**config.mk**
```make
export PLATFORM = sky130hd
export DESIGN_NAME = touch_cursor_delta_smoother_top
export DESIGN_NICKNAME = d
export VERILOG_FILES = /design/src/hw/rtl/tcds_pkg.sv /design/src/hw/rtl/tcds_finger_lane.sv /design/src/hw/rtl/tcds_merge.sv /design/src/hw/rtl/tcds_axis.sv /design/src/hw/rtl/touch_cursor_delta_smoother_top.sv
export SDC_FILE = /design/constraint.sdc
export NUM_CORES = 2
export LEC_CHECK = 0
export BUFFER_PORTS_ARGS = -buffer_cell sky130_fd_sc_hd__buf_4
export CAP_MARGIN = 20
export CORE_ASPECT_RATIO = 0.8
export CORE_UTILIZATION = 55
export DETAILED_ROUTE_END_ITERATION = 7
export HOLD_SLACK_MARGIN = 0.05
export MAX_ROUTING_LAYER = met4
export PLACE_DENSITY = 0.72
export SLEW_MARGIN = 20
export SYNTH_ARGS = -nofsm -noshare
export SYNTH_HDL_FRONTEND = slang
export SYNTH_HIERARCHICAL = 1
export SYNTH_SLANG_ARGS = --single-unit
```
**constraint.sdc**
```tcl
create_clock -name clk -period 12.64 [get_ports clk]
set_clock_uncertainty 0.2 [all_clocks]
set_input_delay 2.528 -clock clk [delete_from_list [all_inputs] [get_ports clk]]
set_output_delay 2.528 -clock clk [all_outputs]
set_load 0.03 [all_outputs]
```
**src/hw/rtl/tcds_pkg.sv**
```systemverilog
`timescale 1ns / 1ps

package tcds_pkg;

  // Geometry of the block.
  localparam int HIST_DEPTH  = 10;
  localparam int NUM_FINGERS = 5;

  // Limits and scale factors.
  localparam int DELTA_LIM   = 300;
  localparam int MOVE_THRESH = 2;
  localparam int HID_LIM     = 127;
  localparam int LIN_SCALE   = 10;
  localparam int ACC_SCALE   = 100;

  // Field widths.
  localparam int COORD_W   = 16;
  localparam int STR_W     = 16;
  localparam int FINGER_W  = STR_W + 2 * COORD_W;
  localparam int DELTA_W   = 10;
  localparam int MOUSE_W   = 8;
  localparam int COUNT_W   = 3;
  localparam int MS_W      = 16;
  localparam int LEN_CFG_W = 4;
  localparam int GAIN_W    = 7;
  localparam int CFG_IDX_W = 3;
  localparam int CFG_DAT_W = 16;

  // Derived widths.
  localparam int AF_W    = $clog2(NUM_FINGERS + 1);
  localparam int LEN_W   = $clog2(HIST_DEPTH + 1);
  localparam int IDX_W   = $clog2(HIST_DEPTH);
  localparam int SUM_W   = $clog2(HIST_DEPTH * DELTA_LIM + 1) + 1;
  localparam int P1_W    = SUM_W + GAIN_W;
  localparam int P2_W    = P1_W + SUM_W - 1;
  localparam int TOT_W   = P2_W + 1;
  localparam int MAG_W   = TOT_W - 1;
  localparam int DIV_W   = $clog2(ACC_SCALE * HIST_DEPTH + 1);
  localparam int CARRY_W = DIV_W + 1;
  localparam int DCNT_W  = $clog2(MAG_W + 1);

  // Configuration register indexes.
  typedef enum logic [CFG_IDX_W-1:0] {
    CFG_SMOOTH_LEN  = 3'd0,
    CFG_ACCEL_ON    = 3'd1,
    CFG_SPEED_GAIN  = 3'd2,
    CFG_WAIT_SINGLE = 3'd3,
    CFG_WAIT_MULTI  = 3'd4
  } cfg_idx_t;

  // What one finger lane found for the current report.
  typedef struct packed {
    logic signed [DELTA_W-1:0] dx;
    logic signed [DELTA_W-1:0] dy;
    logic [STR_W-1:0]          strength;
  } lane_res_t;

  // Merged selection for the current report.
  typedef struct packed {
    logic signed [DELTA_W-1:0] sx;
    logic signed [DELTA_W-1:0] sy;
    logic [STR_W-1:0]          peak;
    logic [COUNT_W-1:0]        count;
  } sel_res_t;

  // Result of one smoothing axis.
  typedef struct packed {
    logic signed [MOUSE_W-1:0] mouse;
    logic signed [MOUSE_W-1:0] prior;
    logic signed [DELTA_W-1:0] last_delta;
  } axis_res_t;

  // Smoothing settings shared by both axes.
  typedef struct packed {
    logic [LEN_CFG_W-1:0] smooth_len;
    logic                 accel_on;
    logic [GAIN_W-1:0]    speed_gain;
  } smooth_cfg_t;

endpackage

```
**src/hw/rtl/tcds_finger_lane.sv**
```systemverilog
`timescale 1ns / 1ps

module tcds_finger_lane (
  input  logic                          clk,
  input  logic                          rst_n,
  input  logic                          capture,
  input  logic [tcds_pkg::FINGER_W-1:0] finger,
  output logic                          had_prev,
  output tcds_pkg::lane_res_t           res
);
  import tcds_pkg::*;

  logic [COORD_W-1:0]        fx;
  logic [COORD_W-1:0]        fy;
  logic [STR_W-1:0]          st;
  logic [COORD_W-1:0]        prev_x_r;
  logic [COORD_W-1:0]        prev_y_r;
  logic                      valid_r;
  logic signed [COORD_W:0]   diff_x;
  logic signed [COORD_W:0]   diff_y;
  lane_res_t                 res_r;

  function automatic logic signed [DELTA_W-1:0] clamp_delta(input logic signed [COORD_W:0] d);
    if (d > (COORD_W + 1)'(DELTA_LIM)) begin
      return DELTA_W'(DELTA_LIM);
    end else if (d < (COORD_W + 1)'(-DELTA_LIM)) begin
      return DELTA_W'(-DELTA_LIM);
    end
    return DELTA_W'(d);
  endfunction

  // Unpack the finger beat.
  assign fx = finger[COORD_W-1:0];
  assign fy = finger[2*COORD_W-1:COORD_W];
  assign st = finger[FINGER_W-1:2*COORD_W];

  assign diff_x   = $signed({1'b0, fx}) - $signed({1'b0, prev_x_r});
  assign diff_y   = $signed({1'b0, fy}) - $signed({1'b0, prev_y_r});
  assign had_prev = (st != '0) && valid_r;

  // A finger with zero strength forgets its position.
  always_ff @(posedge clk) begin
    if (!rst_n) begin
      valid_r <= 1'b0;
    end else if (capture) begin
      valid_r <= (st != '0);
    end
  end

  // Delta against the stored position, then store the new one.
  always_ff @(posedge clk) begin
    if (capture) begin
      res_r.strength <= st;
      if (had_prev) begin
        res_r.dx <= clamp_delta(diff_x);
        res_r.dy <= clamp_delta(diff_y);
      end else begin
        res_r.dx <= '0;
        res_r.dy <= '0;
      end
      if (st != '0) begin
        prev_x_r <= fx;
        prev_y_r <= fy;
      end
    end
  end

  assign res = res_r;

endmodule

```
**src/hw/rtl/tcds_merge.sv**
```systemverilog
`timescale 1ns / 1ps

module tcds_merge (
  input  logic                             clk,
  input  logic                             rst_n,
  input  logic                             capture,
  input  logic                             select,
  input  tcds_pkg::lane_res_t              lanes [tcds_pkg::NUM_FINGERS],
  input  logic [tcds_pkg::NUM_FINGERS-1:0] had_prev,
  input  logic [tcds_pkg::COUNT_W-1:0]     count,
  input  logic [tcds_pkg::MS_W-1:0]        now_ms,
  input  logic [tcds_pkg::MS_W-1:0]        wait_single,
  input  logic [tcds_pkg::MS_W-1:0]        wait_multi,
  output tcds_pkg::sel_res_t               sel
);
  import tcds_pkg::*;

  logic [AF_W-1:0]           active_r;
  logic [AF_W-1:0]           active_nxt;
  logic [MS_W-1:0]           touch_start_r;
  logic [MS_W-1:0]           now_r;
  logic [COUNT_W-1:0]        count_r;
  logic [MS_W-1:0]           elapsed;
  logic                      hold;
  logic [NUM_FINGERS-1:0]    moving;
  logic                      act_moving;
  logic signed [DELTA_W-1:0] act_dx;
  logic signed [DELTA_W-1:0] act_dy;
  logic [AF_W-1:0]           first;
  logic [STR_W-1:0]          peak;
  sel_res_t                  sel_r;
  sel_res_t                  sel_nxt;

  function automatic logic [DELTA_W-1:0] abs_delta(input logic signed [DELTA_W-1:0] d);
    return (d < 0) ? DELTA_W'(-d) : DELTA_W'(d);
  endfunction

  // A fresh touch restarts the hold timer.
  always_ff @(posedge clk) begin
    if (!rst_n) begin
      touch_start_r <= '0;
    end else if (capture && (count != '0) && (had_prev == '0)) begin
      touch_start_r <= now_ms;
    end
  end

  always_ff @(posedge clk) begin
    if (capture) begin
      now_r   <= now_ms;
      count_r <= count;
    end
  end

  // Motion flags, active finger lookup, lowest moving finger and peak strength.
  always_comb begin
    act_moving = 1'b0;
    act_dx     = '0;
    act_dy     = '0;
    first      = AF_W'(NUM_FINGERS);
    peak       = '0;
    for (int i = 0; i < NUM_FINGERS; i++) begin
      moving[i] = ((DELTA_W + 1)'(abs_delta(lanes[i].dx)) + (DELTA_W + 1)'(abs_delta(lanes[i].dy)))
                  > (DELTA_W + 1)'(MOVE_THRESH);
      if (AF_W'(i) == active_r) begin
        act_moving = moving[i];
        act_dx     = lanes[i].dx;
        act_dy     = lanes[i].dy;
      end
      if (lanes[i].strength > peak) begin
        peak = lanes[i].strength;
      end
    end
    for (int i = NUM_FINGERS - 1; i >= 0; i--) begin
      if (moving[i]) begin
        first = AF_W'(i);
      end
    end
  end

  // Hold after a fresh touch, stick to the active finger, drop a switch.
  always_comb begin
    elapsed    = now_r - touch_start_r;
    hold       = ((count_r == COUNT_W'(1)) && (elapsed < wait_single)) ||
                 ((count_r >= COUNT_W'(2)) && (elapsed < wait_multi));
    active_nxt = active_r;
    sel_nxt.sx = '0;
    sel_nxt.sy = '0;
    if (!hold) begin
      if (act_moving) begin
        sel_nxt.sx = act_dx;
        sel_nxt.sy = act_dy;
      end else begin
        active_nxt = first;
      end
    end
    sel_nxt.peak  = peak;
    sel_nxt.count = count_r;
  end

  always_ff @(posedge clk) begin
    if (!rst_n) begin
      active_r <= '0;
    end else if (select) begin
      active_r <= active_nxt;
    end
  end

  always_ff @(posedge clk) begin
    if (select) begin
      sel_r <= sel_nxt;
    end
  end

  assign sel = sel_r;

endmodule

```
**src/hw/rtl/tcds_axis.sv**
```systemverilog
`timescale 1ns / 1ps

module tcds_axis (
  input  logic                                clk,
  input  logic                                rst_n,
  input  logic                                start,
  input  logic signed [tcds_pkg::DELTA_W-1:0] delta,
  input  tcds_pkg::smooth_cfg_t               cfg,
  output logic                                done,
  output tcds_pkg::axis_res_t                 res
);
  import tcds_pkg::*;

  typedef enum logic [2:0] {
    A_IDLE, A_SUM, A_MUL1, A_MUL2, A_ADD, A_DIV, A_FIN, A_DONE
  } axis_state_t;

  axis_state_t               st_r;
  logic signed [DELTA_W-1:0] hist_r [HIST_DEPTH];
  logic signed [CARRY_W-1:0] carry_r;
  logic signed [MOUSE_W-1:0] last_mouse_r;
  logic signed [DELTA_W-1:0] delta_r;
  logic signed [SUM_W-1:0]   acc_r;
  logic [LEN_W-1:0]          idx_r;
  logic [LEN_W-1:0]          len_r;
  logic [DIV_W-1:0]          divisor_r;
  logic signed [P1_W-1:0]    p1_r;
  logic [SUM_W-2:0]          mag_r;
  logic signed [P2_W-1:0]    p2_r;
  logic                      neg_r;
  logic [MAG_W-1:0]          dvd_r;
  logic [DIV_W-1:0]          rem_r;
  logic [DCNT_W-1:0]         cnt_r;
  axis_res_t                 res_r;

  logic [LEN_W-1:0]          len_c;
  logic [DIV_W-1:0]          div_c;
  logic signed [P2_W-1:0]    prod2;
  logic signed [TOT_W-1:0]   tot;
  logic [DIV_W:0]            rem_sh;
  logic                      qbit;
  logic [DIV_W-1:0]          rem_n;
  logic [MOUSE_W-2:0]        cap;
  logic [MOUSE_W-2:0]        mag_out;
  logic signed [MOUSE_W-1:0] mouse_c;
  logic signed [CARRY_W-1:0] carry_c;

  // Window length clamped into range, and the matching divisor.
  always_comb begin
    if (cfg.smooth_len == '0) begin
      len_c = LEN_W'(1);
    end else if (32'(cfg.smooth_len) > HIST_DEPTH) begin
      len_c = LEN_W'(HIST_DEPTH);
    end else begin
      len_c = LEN_W'(cfg.smooth_len);
    end
    if (cfg.accel_on) begin
      div_c = DIV_W'(len_c * ACC_SCALE);
    end else begin
      div_c = DIV_W'(len_c * LIN_SCALE);
    end
  end

  // Second gain multiply and carry add.
  assign prod2 = P2_W'(p1_r) * P2_W'($signed({1'b0, mag_r}));
  assign tot   = TOT_W'(p2_r) + TOT_W'(carry_r);

  // One restoring division step.
  assign rem_sh = {rem_r, dvd_r[MAG_W-1]};
  assign qbit   = (rem_sh >= {1'b0, divisor_r});
  assign rem_n  = qbit ? DIV_W'(rem_sh - {1'b0, divisor_r}) : DIV_W'(rem_sh);

  // Quotient clamp, sign restore and new carry.
  always_comb begin
    if (cfg.accel_on && (cfg.speed_gain == '0)) begin
      cap = '0;
    end else if (cfg.accel_on && (cfg.speed_gain == GAIN_W'(1))) begin
      cap = (MOUSE_W - 1)'(ACC_SCALE);
    end else begin
      cap = (MOUSE_W - 1)'(HID_LIM);
    end
    if (dvd_r > MAG_W'(cap)) begin
      mag_out = cap;
    end else begin
      mag_out = dvd_r[MOUSE_W-2:0];
    end
    mouse_c = neg_r ? -$signed({1'b0, mag_out}) : $signed({1'b0, mag_out});
    carry_c = neg_r ? -$signed({1'b0, rem_r}) : $signed({1'b0, rem_r});
  end

  // Sequencer: window sum, gain multiply, a second multiply when acceleration is on, carry add, serial divide, update.
  always_ff @(posedge clk) begin
    if (!rst_n) begin
      st_r         <= A_IDLE;
      hist_r       <= '{default: '0};
      carry_r      <= '0;
      last_mouse_r <= '0;
    end else begin
      case (st_r)
        A_IDLE, A_DONE: begin
          if (start) begin
            acc_r     <= SUM_W'(delta);
            delta_r   <= delta;
            idx_r     <= '0;
            len_r     <= len_c;
            divisor_r <= div_c;
            st_r      <= A_SUM;
          end
        end
        A_SUM: begin
          if (idx_r < len_r - LEN_W'(1)) begin
            acc_r <= acc_r + SUM_W'(hist_r[idx_r[IDX_W-1:0]]);
            idx_r <= idx_r + LEN_W'(1);
          end else begin
            st_r <= A_MUL1;
          end
        end
        A_MUL1: begin
          p1_r  <= P1_W'(acc_r) * P1_W'($signed({1'b0, cfg.speed_gain}));
          mag_r <= (acc_r < 0) ? (SUM_W - 1)'(-acc_r) : (SUM_W - 1)'(acc_r);
          st_r  <= A_MUL2;
        end
        A_MUL2: begin
          p2_r <= cfg.accel_on ? prod2 : P2_W'(p1_r);
          st_r <= A_ADD;
        end
        A_ADD: begin
          neg_r <= tot[TOT_W-1];
          dvd_r <= tot[TOT_W-1] ? MAG_W'(-tot) : MAG_W'(tot);
          rem_r <= '0;
          cnt_r <= DCNT_W'(MAG_W);
          st_r  <= A_DIV;
        end
        A_DIV: begin
          dvd_r <= {dvd_r[MAG_W-2:0], qbit};
          rem_r <= rem_n;
          cnt_r <= cnt_r - DCNT_W'(1);
          if (cnt_r == DCNT_W'(1)) begin
            st_r <= A_FIN;
          end
        end
        A_FIN: begin
          res_r.mouse      <= mouse_c;
          res_r.prior      <= last_mouse_r;
          res_r.last_delta <= hist_r[0];
          for (int i = HIST_DEPTH - 1; i >= 1; i--) begin
            hist_r[i] <= hist_r[i-1];
          end
          hist_r[0]    <= delta_r;
          last_mouse_r <= mouse_c;
          carry_r      <= carry_c;
          st_r         <= A_DONE;
        end
        default: begin
          st_r <= A_IDLE;
        end
      endcase
    end
  end

  assign done = (st_r == A_DONE);
  assign res  = res_r;

endmodule

```
**src/hw/rtl/touch_cursor_delta_smoother_top.sv**
```systemverilog
`timescale 1ns / 1ps
// Channel   Handshake                Payload
// in_       in_valid / in_stall      in_finger_a..e, in_finger_count, in_now_ms
// out_      out_valid / out_stall    deltas, mouse, prior mouse, peak, count
// cfg_      cfg_valid / cfg_ready    cfg_index, cfg_data
//
// One report is worked at a time. Each axis sums a window of L deltas, L being
// smooth_len clamped into 1..10, then runs a 32-step serial divider; out_valid
// rises once the result moves into the output register, when that is free.
// in_stall is high from the input beat until the result moves into the output
// register; the input then takes a new beat even while that result is stalled.
// Reset (rst_n low, synchronous) clears finger tracking, history, carries and
// the configuration to its defaults; cfg_ready is always high.

module touch_cursor_delta_smoother_top (
  input  logic                                clk,
  input  logic                                rst_n,
  input  logic                                in_valid,
  output logic                                in_stall,
  input  logic [tcds_pkg::FINGER_W-1:0]       in_finger_a,
  input  logic [tcds_pkg::FINGER_W-1:0]       in_finger_b,
  input  logic [tcds_pkg::FINGER_W-1:0]       in_finger_c,
  input  logic [tcds_pkg::FINGER_W-1:0]       in_finger_d,
  input  logic [tcds_pkg::FINGER_W-1:0]       in_finger_e,
  input  logic [tcds_pkg::COUNT_W-1:0]        in_finger_count,
  input  logic [tcds_pkg::MS_W-1:0]           in_now_ms,
  output logic                                out_valid,
  input  logic                                out_stall,
  output logic signed [tcds_pkg::DELTA_W-1:0] out_sel_delta_x,
  output logic signed [tcds_pkg::DELTA_W-1:0] out_sel_delta_y,
  output logic signed [tcds_pkg::DELTA_W-1:0] out_last_delta_x,
  output logic signed [tcds_pkg::DELTA_W-1:0] out_last_delta_y,
  output logic signed [tcds_pkg::MOUSE_W-1:0] out_mouse_x,
  output logic signed [tcds_pkg::MOUSE_W-1:0] out_mouse_y,
  output logic signed [tcds_pkg::MOUSE_W-1:0] out_prior_mouse_x,
  output logic signed [tcds_pkg::MOUSE_W-1:0] out_prior_mouse_y,
  output logic [tcds_pkg::STR_W-1:0]          out_peak_strength,
  output logic [tcds_pkg::COUNT_W-1:0]        out_count_out,
  input  logic                                cfg_valid,
  output logic                                cfg_ready,
  input  logic [tcds_pkg::CFG_IDX_W-1:0]      cfg_index,
  input  logic [tcds_pkg::CFG_DAT_W-1:0]      cfg_data
);
  import tcds_pkg::*;

  typedef enum logic [1:0] {T_IDLE, T_SEL, T_START, T_WAIT} top_state_t;

  top_state_t              state_r;
  logic                    out_valid_r;
  smooth_cfg_t             scfg_r;
  logic [MS_W-1:0]         wait_single_r;
  logic [MS_W-1:0]         wait_multi_r;
  logic [FINGER_W-1:0]     fingers [NUM_FINGERS];
  lane_res_t               lanes [NUM_FINGERS];
  logic [NUM_FINGERS-1:0]  had_prev;
  sel_res_t                sel;
  logic                    accept;
  logic                    done_x;
  logic                    done_y;
  axis_res_t               res_x;
  axis_res_t               res_y;
  logic                    load;

  assign accept    = in_valid && !in_stall;
  assign in_stall  = (state_r != T_IDLE);
  assign cfg_ready = 1'b1;
  assign load      = (state_r == T_WAIT) && done_x && done_y && (!out_valid_r || !out_stall);

  // Configuration registers.
  always_ff @(posedge clk) begin
    if (!rst_n) begin
      scfg_r.smooth_len <= LEN_CFG_W'(4);
      scfg_r.accel_on   <= 1'b0;
      scfg_r.speed_gain <= GAIN_W'(10);
      wait_single_r     <= MS_W'(50);
      wait_multi_r      <= MS_W'(100);
    end else if (cfg_valid && cfg_ready) begin
      case (cfg_idx_t'(cfg_index))
        CFG_SMOOTH_LEN:  scfg_r.smooth_len <= cfg_data[LEN_CFG_W-1:0];
        CFG_ACCEL_ON:    scfg_r.accel_on   <= cfg_data[0];
        CFG_SPEED_GAIN:  scfg_r.speed_gain <= cfg_data[GAIN_W-1:0];
        CFG_WAIT_SINGLE: wait_single_r     <= cfg_data;
        CFG_WAIT_MULTI:  wait_multi_r      <= cfg_data;
        default: begin
        end
      endcase
    end
  end

  // One lane per finger.
  assign fingers[0] = in_finger_a;
  assign fingers[1] = in_finger_b;
  assign fingers[2] = in_finger_c;
  assign fingers[3] = in_finger_d;
  assign fingers[4] = in_finger_e;

  for (genvar g = 0; g < NUM_FINGERS; g++) begin : g_lane
    tcds_finger_lane u_lane (
      .clk      (clk),
      .rst_n    (rst_n),
      .capture  (accept),
      .finger   (fingers[g]),
      .had_prev (had_prev[g]),
      .res      (lanes[g])
    );
  end

  tcds_merge u_merge (
    .clk         (clk),
    .rst_n       (rst_n),
    .capture     (accept),
    .select      (state_r == T_SEL),
    .lanes       (lanes),
    .had_prev    (had_prev),
    .count       (in_finger_count),
    .now_ms      (in_now_ms),
    .wait_single (wait_single_r),
    .wait_multi  (wait_multi_r),
    .sel         (sel)
  );

  tcds_axis u_axis_x (
    .clk   (clk),
    .rst_n (rst_n),
    .start (state_r == T_START),
    .delta (sel.sx),
    .cfg   (scfg_r),
    .done  (done_x),
    .res   (res_x)
  );

  tcds_axis u_axis_y (
    .clk   (clk),
    .rst_n (rst_n),
    .start (state_r == T_START),
    .delta (sel.sy),
    .cfg   (scfg_r),
    .done  (done_y),
    .res   (res_y)
  );

  // Report sequencing and the output register.
  always_ff @(posedge clk) begin
    if (!rst_n) begin
      state_r     <= T_IDLE;
      out_valid_r <= 1'b0;
    end else begin
      if (load) begin
        out_valid_r <= 1'b1;
      end else if (out_valid_r && !out_stall) begin
        out_valid_r <= 1'b0;
      end
      case (state_r)
        T_IDLE: begin
          if (accept) begin
            state_r <= T_SEL;
          end
        end
        T_SEL: begin
          state_r <= T_START;
        end
        T_START: begin
          state_r <= T_WAIT;
        end
        T_WAIT: begin
          if (load) begin
            out_sel_delta_x   <= sel.sx;
            out_sel_delta_y   <= sel.sy;
            out_last_delta_x  <= res_x.last_delta;
            out_last_delta_y  <= res_y.last_delta;
            out_mouse_x       <= res_x.mouse;
            out_mouse_y       <= res_y.mouse;
            out_prior_mouse_x <= res_x.prior;
            out_prior_mouse_y <= res_y.prior;
            out_peak_strength <= sel.peak;
            out_count_out     <= sel.count;
            state_r           <= T_IDLE;
          end
        end
        default: begin
          state_r <= T_IDLE;
        end
      endcase
    end
  end

  assign out_valid = out_valid_r;

endmodule

```
* Word level (Yosys, flattened, before mapping)
Index checks and enable logic that the tools add are counted.
** Word-level totals
- Bits in registers :: 1164
- Bits of input ports :: 283
- Output and inout bits :: 94
- Logic and storage cells :: 492
** Operators by class
- Add/subtract/negate cells :: 46
- $mul :: 6
- Order comparisons :: 54
- Equality and inequality tests :: 39
- Multiplexer cells :: 159
- Bitwise gates (word level) :: 4
- Reductions and logical operators :: 73
** Operators with widths (number)
- 2-to-1 mux 10 bit :: 57
- greater-than comparator 17 x 10 -> 1 bit, second input constant :: 10
- less-than comparator 17 x 10 -> 1 bit, second input constant :: 10
- subtractor 16 x 16 -> 17 bit :: 10
- 2-to-1 mux 32 bit :: 4
- one-hot mux 32 bit (2 select lines) :: 2
- less-than comparator 10 x 1 -> 1 bit, second input constant :: 10
- negation 10 bit :: 10
- binary-select mux 10 bit (select 4 bit) :: 2
- 2-to-1 mux 16 bit :: 5
- nonzero test 16 bit :: 5
- adder 32 x 11 -> 33 bit :: 2
- greater-than comparator 16 bit :: 4
- greater-than comparator 32 x 7 -> 1 bit :: 2
- multiplier 20 x 13 -> 32 bit :: 2
- negation 32 bit :: 2
- adder 10 x 10 -> 11 bit :: 5
- greater-than comparator 11 x 2 -> 1 bit, second input constant :: 5
- 2-to-1 mux 13 bit :: 4
- one-hot mux 13 bit (2 select lines) :: 2
- 2-to-1 mux 1 bit :: 48
- one-hot mux 3 bit (7 select lines) :: 2
- AND reduction 2 bit :: 21
- multiplier 13 x 8 -> 20 bit :: 2
- other kinds (58) :: 155

* Depth between registers and ports, before layout
- Depth in word-level cells :: 11
- Gate-level depth with buffers :: 48
- Depth with buffers taken out :: 43

* Hierarchy
The synthesis kept the hierarchy.
** Modules (own cells, without submodules)
- tcds_axis at u_axis_y :: times used 1, cells an instance 3121, area an instance 28627.5 sq um, seq. area each 7817.5 sq um
- tcds_axis at u_axis_x :: times used 1, cells an instance 3046, area an instance 28194.5 sq um, seq. area each 7817.5 sq um
- tcds_finger_lane at g_lane[0].u_lane ... :: times used 3, cells an instance 423, area an instance 4443.0 sq um, seq. area each 2062.0 sq um
- tcds_merge :: times used 1, cells an instance 1158, area an instance 9939.5 sq um, seq. area each 2122.0 sq um
- tcds_finger_lane at g_lane[3].u_lane ... :: times used 2, cells an instance 429, area an instance 4518.1 sq um, seq. area each 2062.0 sq um
- touch_cursor_delta_smoother_top :: times used 1, cells an instance 306, area an instance 4606.9 sq um, seq. area each 3673.5 sq um

* Worst setup path before layout
OpenSTA, ideal clock, no wires.
- Path kind :: flip-flop to flip-flop
- From :: register g_lane[1].u_lane.res_r, in the netlist g_lane[1].u_lane/res[1]
- To :: register u_merge.sel_r, in the netlist u_merge/sel[10] (data pin)
- Library setup time :: 0.278 ns
- Data arrival time :: 8.585 ns
- Data required time :: 12.162 ns
- Path slack :: 3.576 ns
- Cell stages (with the launch flop) :: 47
- Buffers on the path :: 6
- Clock period less this slack :: 9.064 ns
- Cell sequence :: edfxtp_1 ha_1 nor2b_1 o211ai_1 a2111oi_2 nor3_1 nor2_1 clkbuf_1 buf_1 nor2_1 a21oi_1 ha_1 nor2b_1 o21ai_0 a211o_1 o21ai_0 nor3b_1 o211ai_2 [... 11 more ...] o21ai_0 a311oi_1 mux2_2 buf_6 buf_6 mux2i_1 ha_1 a21o_1 a21o_1 a21oi_1 nor2b_1 o21ai_0 nand2_1 a21oi_1 a21boi_0 o21ai_1 clkbuf_1 mux2i_1
** Between the ends
- Longest elaborated chain between the ends :: 8
** RTL lines
- from (decl) :: line tcds_finger_lane.sv:21 : lane_res_t res_r;
- greater-than comparator 16 bit :: line tcds_merge.sv:69 : if (lanes[i].strength > peak) begin
- 2-to-1 mux 16 bit (*) :: line tcds_merge.sv:69
- greater-than comparator 16 bit :: line tcds_merge.sv:69
- 2-to-1 mux 16 bit (*) :: line tcds_merge.sv:69
- greater-than comparator 16 bit :: line tcds_merge.sv:69
- 2-to-1 mux 16 bit (*) :: line tcds_merge.sv:69
- greater-than comparator 16 bit :: line tcds_merge.sv:69
- 2-to-1 mux 16 bit (*) :: line tcds_merge.sv:69
- net u_merge.peak[7] :: line tcds_merge.sv:30 : logic [STR_W-1:0] peak;
- to (signal assigned) :: line tcds_merge.sv:110 : sel_r <= sel_nxt;
- to (decl) :: line tcds_merge.sv:31 : sel_res_t sel_r;
The timed path passes the listed nets; every way through them passes the cells marked *.
A chain may end at the register's enable or synchronous reset.

* Worst setup path in the final report
- From :: register g_lane[1].u_lane.res_r, in the netlist g_lane[1].u_lane/res[11]
- To :: register u_merge.sel_r, in the netlist u_merge/sel[16] (data pin)
The elaborated chain is that of the path after synthesis.

==> impl_metrics.toml <==
[worst_setup_path]
critPathSlowestCell = "nor2_1"
worstPathRequired_ps = 13070
worst_ep_arrival_time_ps = 11260
endpoint_kind = "flop"
cp_max_fo = 17
worstReg2RegStart = "g_lane[1].u_lane/res[11]"
startpoint = "g_lane[1].u_lane/res[11]"
r2r_cells = 41
startpoint_type = "flop"
ff2ff_setup_slack_ps = 1810
path_class = "flop to flop"
critPathMaxStageDelay_ps = 850
path_common_cell = "a21o_1"
r2r_end = "u_merge/sel[16]"
crit_end = "u_merge/sel[16]"

[clock_tree]
post_cts_resized = 0
ctsHoldBuffers = 0
cts_setup_buffers = 0
cts_buffers = 132
htree_levels = 4
insertion_delay_ps = 800
clockRootBuffer = "clkbuf_16"
clock_sinks = 1162
cts_tree = "yes"
clkSlewWorstSetupHoldPaths_ps = 60
clock_path_buffers = 3

[power_and_ir_drop]
swShare_pct = 45.99
finalPower_w = 0.02536
comb_power_share_pct = 63.0
peakVddDrop_mv = 0.4878
seqPwrFrac_pct = 21.6
p_leak_nw = 43.95
p_switching_w = 0.01166
power.internal_w = 0.01370
powerDensity_mw_per_mm2 = 246.7
p_clk_share_pct = 15.5

[drt]
drc_errors = 15
drt_iter0_markers = 5629
drt_wl_total_um = 242600
antenna_left = 0
routed.top_layer = "met4"
wl_per_cell_um = 19.72
dr.pass1.iters = 8
drt-vias-per-instance = 5.787
vias = 71187
wl_met3_um = 14640
met2_wirelength_um = 113100
drt-met1-wl_um = 106400

[floorplan]
die_area_sq_mm = 0.1721
die-height_um = 371.2
core-area_sq_mm = 0.1693
fp-row-count = 135
start_util_pct = 55.38
io_pins = 377
die_x_um = 463.6

[grt]
grt_pass1_wl_um = 383000
grt_pass1_vias = 70074
grt_max_degree = 104
overflow = 0
grtUsageTotal_pct = 28.72
antenna_found_initial = 16

[synthesis]
yosys_warnings = 6
syn_avg_cell_area_sq_um = 9.606
synth_fp_nets = 11362
synth_edf_count = 847
synth_seq_cells = 1162
synthDistinctLibCells = 129
synth_cells = 9758
yosysSeqAreaShare_pct = 33.86
synth-main-ff-cell = "edfxtp_1"
async_reset_ff_share_pct = 0
netlist_area_sq_mm = 0.09373

[run]
drv_cap = 0

[sta]
worst_slew_pin_slew_ps = 1077
setup_viol = 0
setup_tns_ps = 0
finalCritPeriodShare_pct = 85.68
period_needed_ps = 10830
slew_headroom_pct = 27.94
slew_violations = 0
hold_viol = 0
fmax_mhz = 92.33
whs_ps = 216.3
rsz0062_at_grt = "no"

[place]
io_buffers = 375
gp_congestion = 0.9380
detailed_place_hpwl_um = 183500
dpl_cell_area_sq_mm = 0.09823
dp.cells = 12040

[run_status]
violations = "DRC"
status = "complete, but fails checks"

[min_path]
min_from = "u_axis_x/res[20]"
hold_path.class = "flop to flop"

[layout]
final_area_sq_mm = 0.1028
syn2layout_area_growth_pct = 9.672
final_net_count = 11520
drive_above_1_share_pct = 9.135
fillers = 14151
fin_cells = 12302
## through the flow
stage	util [%]	worst slack (ps)
2_1_floorplan	-	3576
3_3_place_gp	58.04	1947
3_5_place_dp	58.04	2033
4_1_cts	60.68	1933
5_1_grt	60.74	1036
6_report	60.74	1810
## sequential cells by signal, summed over array words and instances (netlist names), 26 cells and up
register,cells
g_lane.u_lane/prev_x_r,80
g_lane.u_lane/prev_y_r,80
g_lane.u_lane/res,180
u_axis_x/dvd_r,32
u_axis_x/hist_r,100
u_axis_x/p2_r,32
u_axis_x/res,26
u_axis_y/dvd_r,32
u_axis_y/hist_r,100
u_axis_y/p2_r,32
u_axis_y/res,26
u_merge/sel,39
## power by group through the flow
stage	clock (W)	combinational, W	sequential (W)
4_1_cts	0.00402	0.0159	0.00546
6_report	0.00393	0.0160	0.00547
3_5_place_dp	0	0.0157	0.00553
2_1_floorplan	0	0.0123	0.00518
5_1_grt	0.00417	0.0179	0.00551
3_3_place_gp	0	0.0153	0.00552
## how the worst min path moves through the flow
stage / endpoint / slack [ps] / depth (start not counted)
floorplan: u_axis_y/res[16] / 200 / 0
global placement: out_prior_mouse_y[7] / 200 / 0
detailed placement: out_last_delta_x[1] / 200 / 0
CTS: out_prior_mouse_x[2] / 210 / 0
global route: out_prior_mouse_x[2] / 220 / 0
finish: out_mouse_x[2] / 220 / 0
## worst max-delay path, delay by kind of cell, from the launching register on
kind	cells	cell delay, ps
compound gates	22	4580
fa+ha+maj	4	1230
buf+inv	4	1110
flops	1	400
mux	4	1360
simple gates	7	1820
## Yosys cell counts, drive strengths merged (32+ instances only)
cell type	number	area, sq um
mux4	50	1126
o21a	77	578.1
inv	1310	4917
nor2b	80	508.0
a21boi	92	690.7
xor2	156	1366
nor2	484	1824
fa	594	11890
xnor2	321	2811
a21oi	596	3058
or3	67	420.4
nand3	119	610.6
ha	727	9096
o31ai	54	451.7
mux2	69	780.7
o21bai	33	251.5
a21o	125	938.4
nor3	121	635.6
nand4	51	325.3
nand2	1176	4419
and3	47	299.0
clkbuf	337	1270
o21ai	362	1815
mux2i	124	1241
nor4	90	581.8
a31oi	68	425.4
a211oi	92	733.2
nand2b	72	450.4
buf	73	429.2
o22ai	40	250.2
dfxtp	315	6306
o41ai	40	365.4
and2	421	2636
o211ai	67	523.0
o211a	32	320.3
edfxtp	847	25430
## placed cells by master (no fill, tap or decap), types with 111 or more instances in the layout
master and instances:
inv_1 1307, nand2_1 1170, edfxtp_1 847, ha_1 726
fa_1 594, a21oi_1 580, nor2_1 476, buf_4 430
and2_1 412, o21ai_0 338, xnor2_1 321, dfxtp_1 312
xor2_1 156, clkbuf_16 139, a21o_1 125, mux2i_1 124
nand3_1 116, nor3_1 111
## cell type report
type	instances	area (sq um)	area share, %
Timing Repair Buffer	434	3307	3.217
Clock buffer	175	3674	3.573
Antenna cell	15	37.54	0.03651
Sequential cell	1162	31740	30.88
Tap cell	2260	2828	2.751
Multi-Input combinational cell	6873	55490	53.98
Inverter	1313	4928	4.794
Clock inverter	70	794.5	0.7729
## cell families after synthesis
kind of cell / after synthesis / share of synthesized area, %
simple gates: 2872 / 14.80
compound gates: 1958 / 14.04
buf+inv: 1723 / 7.071
fa+ha+maj: 1322 / 22.40
flops: 1162 / 33.86
xor+xnor: 477 / 4.457
mux: 243 / 3.358
other cells: 1 / 0.004001
## routing by layer
layer,global-route usage [%],vias up
li1,-,33879
met1,37.63,34663
met2,45.45,2237
met3,4.280,408
met4,10.25,0
met5,-,-
Power figures use the tool's default switching activity.
